$ cat config.mk
export PLATFORM = sky130hd
export DESIGN_NAME = header_length_frame_receiver
export DESIGN_NICKNAME = d
export VERILOG_FILES = /design/src/design/hlfr_pkg.sv /design/src/design/header_length_frame_receiver.sv /design/src/design/hlfr_front.sv /design/src/design/hlfr_queue.sv /design/src/design/hlfr_back.sv
export SDC_FILE = /design/constraint.sdc
export NUM_CORES = 1
export LEC_CHECK = 0
export ABC_CLOCK_PERIOD_IN_PS = 4600
export BUFFER_PORTS_ARGS = -buffer_cell sky130_fd_sc_hd__buf_2
export CELL_PAD_IN_SITES_DETAIL_PLACEMENT = 1
export CELL_PAD_IN_SITES_GLOBAL_PLACEMENT = 2
export CORE_MARGIN = 5
export CORE_UTILIZATION = 35
export CTS_BUF_LIST = sky130_fd_sc_hd__clkbuf_8 sky130_fd_sc_hd__clkbuf_16
export DETAILED_ROUTE_END_ITERATION = 8
export PLACE_DENSITY_LB_ADDON = 0.1
export RECOVER_POWER = 25
export SYNTH_ARGS = -nofsm -noshare
export SYNTH_HDL_FRONTEND = slang
export SYNTH_HIERARCHICAL = 1
export SYNTH_SLANG_ARGS = --single-unit
$ cat constraint.sdc
create_clock -name clk -period 4.6 [get_ports clk]
set_input_delay 0.46 -clock clk [delete_from_list [all_inputs] [get_ports clk]]
set_output_delay 0.46 -clock clk [all_outputs]
set_load 0.01 [all_outputs]
$ cat src/design/hlfr_pkg.sv
// Shared types and constants for the header/length frame receiver.
// Holds the beat structs, the queue entry and the ring sizing constants.
// No dependencies.
package hlfr_pkg;

	localparam int RING_DEPTH    = 256;
	localparam int MAX_FRAMES    = 8;
	localparam int LENGTH_OFFSET = 4;
	localparam int MIN_ROOM      = 8;

	localparam int PTR_W  = $clog2(RING_DEPTH);
	localparam int ROOM_W = $clog2(RING_DEPTH + 1);
	localparam int PEND_W = $clog2(MAX_FRAMES + 1);
	localparam int CNT_W  = 16;
	localparam int SUM_W  = ((ROOM_W > CNT_W + 1) ? ROOM_W : CNT_W + 1) + 1;

	localparam logic [7:0] HEADER_RESET = 8'h00;

	typedef enum logic [1:0] {
		KIND_DATA,
		KIND_HEADER,
		KIND_RELEASE
	} kind_t;

	typedef struct packed {
		logic       mode;
		logic [7:0] rx_byte;
		logic [8:0] release_length;
	} in_item_t;

	typedef struct packed {
		logic        store_write;
		logic [7:0]  store_address;
		logic [7:0]  store_data;
		logic        frame_done;
		logic        frame_dropped;
		logic [15:0] frame_length;
		logic [7:0]  frame_start_address;
		logic [8:0]  room_left_out;
		logic [3:0]  frames_pending_out;
	} out_item_t;

	typedef struct packed {
		kind_t      kind;
		logic [7:0] rx_byte;
		logic [8:0] release_length;
	} entry_t;

endpackage

$ cat src/design/header_length_frame_receiver.sv
// A beat waits in the queue; the back end then registers its result beat.
// One beat per cycle unless out_ready stalls; each pop settles all frame state.
// A two-entry queue and the output register keep both sides moving independently.
// Reset (arst_n low, asynchronous): hunting for a header, ring empty, header byte 0.
// Depends on hlfr_pkg, hlfr_front, hlfr_queue and hlfr_back.
module header_length_frame_receiver import hlfr_pkg::*; (
	input  logic       clk,
	input  logic       arst_n,
	input  logic       in_valid,
	output logic       in_ready,
	input  in_item_t   in_data,
	output logic       out_valid,
	input  logic       out_ready,
	output out_item_t  out_data,
	input  logic       cfg_valid,
	output logic       cfg_ready,
	input  logic [7:0] cfg_data
);

	logic   push;
	entry_t push_entry;
	logic   queue_full;
	logic   pop;
	logic   head_valid;
	entry_t head;

	hlfr_front u_front (
		.clk        (clk),
		.arst_n     (arst_n),
		.in_valid   (in_valid),
		.in_ready   (in_ready),
		.in_data    (in_data),
		.cfg_valid  (cfg_valid),
		.cfg_ready  (cfg_ready),
		.cfg_data   (cfg_data),
		.queue_full (queue_full),
		.push       (push),
		.push_entry (push_entry)
	);

	hlfr_queue u_queue (
		.clk        (clk),
		.arst_n     (arst_n),
		.push       (push),
		.push_entry (push_entry),
		.full       (queue_full),
		.pop        (pop),
		.head_valid (head_valid),
		.head       (head)
	);

	hlfr_back u_back (
		.clk        (clk),
		.arst_n     (arst_n),
		.head_valid (head_valid),
		.head       (head),
		.pop        (pop),
		.out_valid  (out_valid),
		.out_ready  (out_ready),
		.out_data   (out_data)
	);

endmodule

$ cat src/design/hlfr_front.sv
// Front end: takes input beats, compares them against the header register and
// pushes classified entries into the queue. Also holds the header register.
// Depends on hlfr_pkg.
module hlfr_front import hlfr_pkg::*; (
	input  logic       clk,
	input  logic       arst_n,
	input  logic       in_valid,
	output logic       in_ready,
	input  in_item_t   in_data,
	input  logic       cfg_valid,
	output logic       cfg_ready,
	input  logic [7:0] cfg_data,
	input  logic       queue_full,
	output logic       push,
	output entry_t     push_entry
);

	logic [7:0] header_q;

	always_ff @(posedge clk or negedge arst_n) begin
		if (!arst_n) begin
			header_q <= HEADER_RESET;
		end else if (cfg_valid && cfg_ready) begin
			header_q <= cfg_data;
		end
	end

	assign cfg_ready = 1'b1;
	assign in_ready  = !queue_full;
	assign push      = in_valid && !queue_full;

	always_comb begin
		push_entry.rx_byte        = in_data.rx_byte;
		push_entry.release_length = in_data.release_length;
		if (in_data.mode) begin
			push_entry.kind = KIND_RELEASE;
		end else if (in_data.rx_byte == header_q) begin
			push_entry.kind = KIND_HEADER;
		end else begin
			push_entry.kind = KIND_DATA;
		end
	end

endmodule

$ cat src/design/hlfr_queue.sv
// Two-entry queue between the front end and the back end.
// Lets either side stall without holding up the other.
// Depends on hlfr_pkg.
module hlfr_queue import hlfr_pkg::*; (
	input  logic   clk,
	input  logic   arst_n,
	input  logic   push,
	input  entry_t push_entry,
	output logic   full,
	input  logic   pop,
	output logic   head_valid,
	output entry_t head
);

	entry_t     slot_q [2];
	logic       wr_q;
	logic       rd_q;
	logic [1:0] count_q;

	always_ff @(posedge clk) begin
		if (push) begin
			slot_q[wr_q] <= push_entry;
		end
	end

	always_ff @(posedge clk or negedge arst_n) begin
		if (!arst_n) begin
			wr_q    <= 1'b0;
			rd_q    <= 1'b0;
			count_q <= 2'd0;
		end else begin
			if (push) begin
				wr_q <= !wr_q;
			end
			if (pop) begin
				rd_q <= !rd_q;
			end
			if (push && !pop) begin
				count_q <= count_q + 2'd1;
			end else if (pop && !push) begin
				count_q <= count_q - 2'd1;
			end
		end
	end

	assign full       = (count_q == 2'd2);
	assign head_valid = (count_q != 2'd0);
	assign head       = slot_q[rd_q];

endmodule

$ cat src/design/hlfr_back.sv
// Back end: frame state, ring pointer bookkeeping and the output register.
// Executes one queue entry per cycle whenever the output register can take a beat.
// Depends on hlfr_pkg.
module hlfr_back import hlfr_pkg::*; (
	input  logic      clk,
	input  logic      arst_n,
	input  logic      head_valid,
	input  entry_t    head,
	output logic      pop,
	output logic      out_valid,
	input  logic      out_ready,
	output out_item_t out_data
);

	logic              in_frame_q;
	logic [CNT_W-1:0]  cnt_q;
	logic              ovf_q;
	logic [15:0]       expected_q;
	logic [7:0]        prev_q;
	logic [PTR_W-1:0]  ptr_q;
	logic [PTR_W-1:0]  start_q;
	logic [ROOM_W-1:0] room_q;
	logic [PEND_W-1:0] pend_q;
	logic              out_valid_q;
	out_item_t         out_q;

	logic              in_frame_n;
	logic [CNT_W-1:0]  cnt_n;
	logic              ovf_n;
	logic [15:0]       expected_n;
	logic [7:0]        prev_n;
	logic [PTR_W-1:0]  ptr_n;
	logic [PTR_W-1:0]  start_n;
	logic [ROOM_W-1:0] room_n;
	logic [PEND_W-1:0] pend_n;
	out_item_t         res;

	logic [PTR_W-1:0]  ptr_inc;
	logic [CNT_W:0]    cnt_ext;
	logic [ROOM_W-1:0] room_after;
	logic [SUM_W-1:0]  rel_sum;
	logic [SUM_W-1:0]  drop_sum;

	assign pop = head_valid && (!out_valid_q || out_ready);

	assign ptr_inc    = (ptr_q == PTR_W'(RING_DEPTH - 1)) ? '0 : ptr_q + PTR_W'(1);
	assign cnt_ext    = {1'b0, cnt_q} + (CNT_W + 1)'(1);
	assign room_after = (room_q != '0) ? room_q - ROOM_W'(1) : room_q;
	assign rel_sum    = SUM_W'(room_q) + SUM_W'(head.release_length);

	always_comb begin
		in_frame_n = in_frame_q;
		cnt_n      = cnt_q;
		ovf_n      = ovf_q;
		expected_n = expected_q;
		prev_n     = prev_q;
		ptr_n      = ptr_q;
		start_n    = start_q;
		room_n     = room_q;
		pend_n     = pend_q;
		drop_sum   = '0;
		res        = '0;

		unique case (head.kind)
			KIND_RELEASE: begin
				room_n = (rel_sum > SUM_W'(RING_DEPTH)) ? ROOM_W'(RING_DEPTH)
					: ROOM_W'(rel_sum);
				if (pend_q != '0) begin
					pend_n = pend_q - PEND_W'(1);
				end
				res.frame_length = cnt_q;
			end
			KIND_HEADER, KIND_DATA: begin
				if (!in_frame_q) begin
					if (head.kind == KIND_HEADER && room_q >= ROOM_W'(MIN_ROOM)) begin
						res.store_write   = 1'b1;
						res.store_address = 8'(ptr_q);
						res.store_data    = head.rx_byte;
						start_n    = ptr_q;
						ptr_n      = ptr_inc;
						room_n     = room_after;
						in_frame_n = 1'b1;
						cnt_n      = CNT_W'(1);
						ovf_n      = 1'b0;
						expected_n = '0;
						prev_n     = head.rx_byte;
						res.frame_length = 16'd1;
					end
				end else begin
					res.store_write   = 1'b1;
					res.store_address = 8'(ptr_q);
					res.store_data    = head.rx_byte;
					ptr_n  = ptr_inc;
					room_n = room_after;
					cnt_n  = cnt_ext[CNT_W-1:0];
					// Once the count has passed the 16-bit range it can never match again.
					ovf_n  = ovf_q | cnt_ext[CNT_W];
					if (!ovf_n && cnt_n == CNT_W'(LENGTH_OFFSET)) begin
						expected_n = {prev_q, head.rx_byte};
					end else if (expected_q != '0 && !ovf_n && cnt_n == expected_q) begin
						pend_n     = pend_q + PEND_W'(1);
						in_frame_n = 1'b0;
						expected_n = '0;
						res.frame_done = 1'b1;
					end
					prev_n = head.rx_byte;
					res.frame_length = cnt_n;
					if (room_after == '0 || pend_n >= PEND_W'(MAX_FRAMES)) begin
						// The pointer advanced by exactly the count, so the rewind
						// lands back on the frame's header slot.
						drop_sum = SUM_W'(room_after) + SUM_W'({ovf_n, cnt_n});
						ptr_n    = start_q;
						room_n   = (drop_sum > SUM_W'(RING_DEPTH)) ? ROOM_W'(RING_DEPTH)
							: ROOM_W'(drop_sum);
						if (pend_n >= PEND_W'(MAX_FRAMES)) begin
							pend_n = pend_n - PEND_W'(1);
						end
						in_frame_n = 1'b0;
						expected_n = '0;
						res.frame_done    = 1'b0;
						res.frame_dropped = 1'b1;
					end
					if (!in_frame_n) begin
						cnt_n = '0;
						ovf_n = 1'b0;
					end
				end
			end
			default: begin
			end
		endcase

		res.frame_start_address = 8'(start_n);
		res.room_left_out       = 9'(room_n);
		res.frames_pending_out  = 4'(pend_n);
	end

	always_ff @(posedge clk or negedge arst_n) begin
		if (!arst_n) begin
			in_frame_q  <= 1'b0;
			cnt_q       <= '0;
			ovf_q       <= 1'b0;
			expected_q  <= '0;
			prev_q      <= '0;
			ptr_q       <= '0;
			start_q     <= '0;
			room_q      <= ROOM_W'(RING_DEPTH);
			pend_q      <= '0;
			out_valid_q <= 1'b0;
		end else begin
			if (pop) begin
				in_frame_q  <= in_frame_n;
				cnt_q       <= cnt_n;
				ovf_q       <= ovf_n;
				expected_q  <= expected_n;
				prev_q      <= prev_n;
				ptr_q       <= ptr_n;
				start_q     <= start_n;
				room_q      <= room_n;
				pend_q      <= pend_n;
				out_valid_q <= 1'b1;
			end else if (out_ready) begin
				out_valid_q <= 1'b0;
			end
		end
	end

	always_ff @(posedge clk) begin
		if (pop) begin
			out_q <= res;
		end
	end

	assign out_valid = out_valid_q;
	assign out_data  = out_q;

endmodule

==> results.md <==
- Reg2Reg Launch Point: u_back/room_q[1]
- Clk_lat worst skew: roughly 460 ps
- Die width: between 150 and 200 um
- EDFF count, synth: 94
- Die Ht: between 150 and 200 um
- Worst Path Required: roughly 4800 ps
- Gate power share: a little under three fifths
- Post-synthesis async set-or-reset flop share: 47.2%
- Bufs on Longest Clock Path: 2
- Post-Syn Area: roughly 12,000 um^2
- Final period utilization: between 90% and 100%
- Synthesized flop and latch total: ~180
- First-pass iteration count of the detailed router: 4
- Synth Instances: 1,191
- Via density: 5.51
- CTS Sinks: ~180
- Final #Nets: about 1,300
- Slew @ Worst Pin: 1000 ps
- Endpoint class of the critical path: register
- Syn avg cell area: a little under 10 um^2
- Status: finished, final reports clean
- Clock buffer count from CTS: 17
- Largest cells by area after synthesis: edfxtp_1 25%, dfrtp_1 18%, nand2_1 5.1%, xnor2_1 3.6%, o21ai_0 3.4%
- Largest net degree at the start of global routing: 61
- Die footprint: 36,600 um^2
- I/O pin count: 90
- First-pass GRT wire length: roughly 60,000 um
- CP startpoint: u_back/room_q[1]
- Tot Pwr: between 9000 and 10,000 uW
- Placement Setup Slack: -52.8 ps
- Fin cells: between 1,500 and 2,000
- Synth top cells by count: 155 x nand2_1, 94 x edfxtp_1, 83 x dfrtp_1
- CTS Hold Bufs: 0
- Hold Violations, Final: 0
- Pwr dens: 709 nW/um^2
- Clock root buffer: clkbuf_16
- Sequential area share after synthesis: a little over two fifths
- Critical path type: register to register
- Initial antenna violation count: 2
- Drt first-iter violations: between 500 and 600
- H-tree Lvls: 4
- Ys Warns: 6
- WL/cell: 22.1 um
- Relative slew slack: between 30% and 40%
- Clk pin slew, worst setup/hold paths: about 80 ps
- Syn nets: 1,247
- Worst Skew: between 10 and 15 ps
- Critical path arrival: ~4500 ps
- Clock power share: about 15%
- Placed Cells: ~1,700
- Max_cap viols: 0
- Critical path fanouts, max: 8
- Post-layout util: between 40% and 50%
- Cell Int Power: about 5000 uW
- Area Growth Syn to Fin: 14.7%
- Initial Utilization: between 30% and 40%
- Critical path launch point type: register
- Top-count cell post-synth: nand2_1
- Final ANT Viol Nets: 0
- Vias in the first global route: 9,966
- Antenna diodes: 0
- Top FF cell, synth: edfxtp_1
- Final min period: between 4000 and 5000 ps
- Tot GR Track Use: between 20% and 30%
- Core Region: between 30,000 and 40,000 um^2
- Reg power frac: between 20 and 30%
- Layout cells sized above 1: between 20% and 30%
- Reg2Reg Depth: 14
- # port buffers: 88
- Setup ws final: approximately 260 ps
- Leakage: approximately 0.0053 uW
- RSZ-0062 raised after global routing: no
- DR DRC count: 0
- Max Slew Vio Count: 0
- Peak supply drop: roughly 0.3 mV
- Detailed-route via count: 9,577
- Post-synth top area cell: edfxtp_1
- FP Rows: 66
- Overflow left after global routing: 0
- TritonCTS clock tree: built
- Min-delay worst type: primary input to async pin
- Routability cong.: between 0.8 and 0.9
- Share of the synthesized area in the top cell type: approximately a quarter
- Sw Share: 45.9%
- Synth cell types: 99
- Post-DP HPWL: about 29,000 um
- F_max: roughly 0.23 GHz
- Psw: about 4300 uW
- Setup violators final: 0
- Final wirelength: around 38,000 um
## metal layers
layer	part of all wire (%)	vias up	track usage (%)
li1	-	4553	-
met2	47	216	34.2
met1	47	4761	29.9
met5	0.021	-	0
met4	1.7	2	5.77
met3	4.7	45	4.09
## cells by family after synthesis
family,Yosys count,synth area share [%]
other cells,1,0.0326
buf+inv,126,5.12
mux,51,5.58
flops,178,42.8
compound gates,295,17.3
simple gates,442,20.5
fa+ha+maj,28,3.14
xor+xnor,70,5.57
## per-stage QoR
step	hold WS, ps	area, um^2	setup TNS (ps)
after floorplan	164	11500	0
after global placement	456	12600	0
after detailed placement	463	12600	-52.8
after CTS	161	13200	0
after global routing	168	13200	0
final	136	13200	0
## final cells by class
type                    count  area (um^2)
multi-input cells         887         6030
clock inverters            15          125
fillers                  3762        19300
clock buffers              17          425
well taps                 442          553
repair buffers            167         1020
inverters                  33          125
flip-flops and latches    178         4930
## power by group through the flow
stage	clock, uW	sequential [uW]	combinational (uW)
after floorplan	0	2780	3430
after global placement	0	2780	5150
after detailed placement	0	2790	5200
after CTS	1450	2760	5240
after global routing	1510	2840	5740
final	1400	2760	5200
## worst paths after layout
path / endpoint / slack, ps
max in group asynchronous: u_back/cnt_q[8] / 3530
hold / removal: u_back/expected_q[3] / 140
setup / recovery: u_back/out_data[6] / 260
hold reg to reg: u_back/prev_q[5] / 480
setup reg to reg: u_back/out_data[6] / 260
min in group clk: u_queue/slot_q[0][8] / 200
## flip-flops by register name, summed over array words and instances, names as in the netlist, 2 cells and up
name	flops
u_back/room_q	9
u_back/ptr_q	8
u_back/cnt_q	16
u_back/prev_q	8
u_queue/slot_q	38
u_back/pend_q	4
u_back/expected_q	16
u_back/start_q	8
u_queue/count_q	2
u_back/out_data	56
u_front/header_q	8
## worst max-delay path: stages (launching register included)
cell and delay, ps:
dfrtp_1 380, buf_4 170, or4_4 570, a211oi_2 270, xor2_1 250, ha_1 260
o21ba_2 190, a221oi_2 310, a211oi_1 120, o31ai_2 380, xnor2_1 220, a41oi_1 390
nor2_1 190, a31oi_1 300, a21oi_1 70
## cell usage in the layout (no fill, tap or decap), drive strengths merged, types with 5 or more instances in the layout
cell type  netlist  final
a211oi          20     20
a21o             5      5
a21oi           50     50
a221oi           8      8
a22oi            7      7
a31oi           16     16
and2            29     29
and3            14     14
and4            12     12
buf             44    156
clkbuf          49     28
clkinv           0      5
dfrtp           83     83
edfxtp          94     94
ha              23     23
inv             33     42
mux2            39     39
mux2i           12     12
nand2          158    158
nand2b          14     14
nand3           32     32
nand4           17     17
nor2            66     66
nor2b           16     16
nor3            25     25
nor4            19     19
o211ai           8      8
o21ai           84     84
o22ai            8      8
o31ai           27     27
or2              7      7
or3             10     10
or4              6      6
xnor2           47     47
xor2            21     21
## timing repair
item	CTS	global route
buffers inserted	2	2
resized for setup	0	10
pin swaps	1	1
endpoints found under the setup margin	2	4
Power figures use the tool's default switching activity.
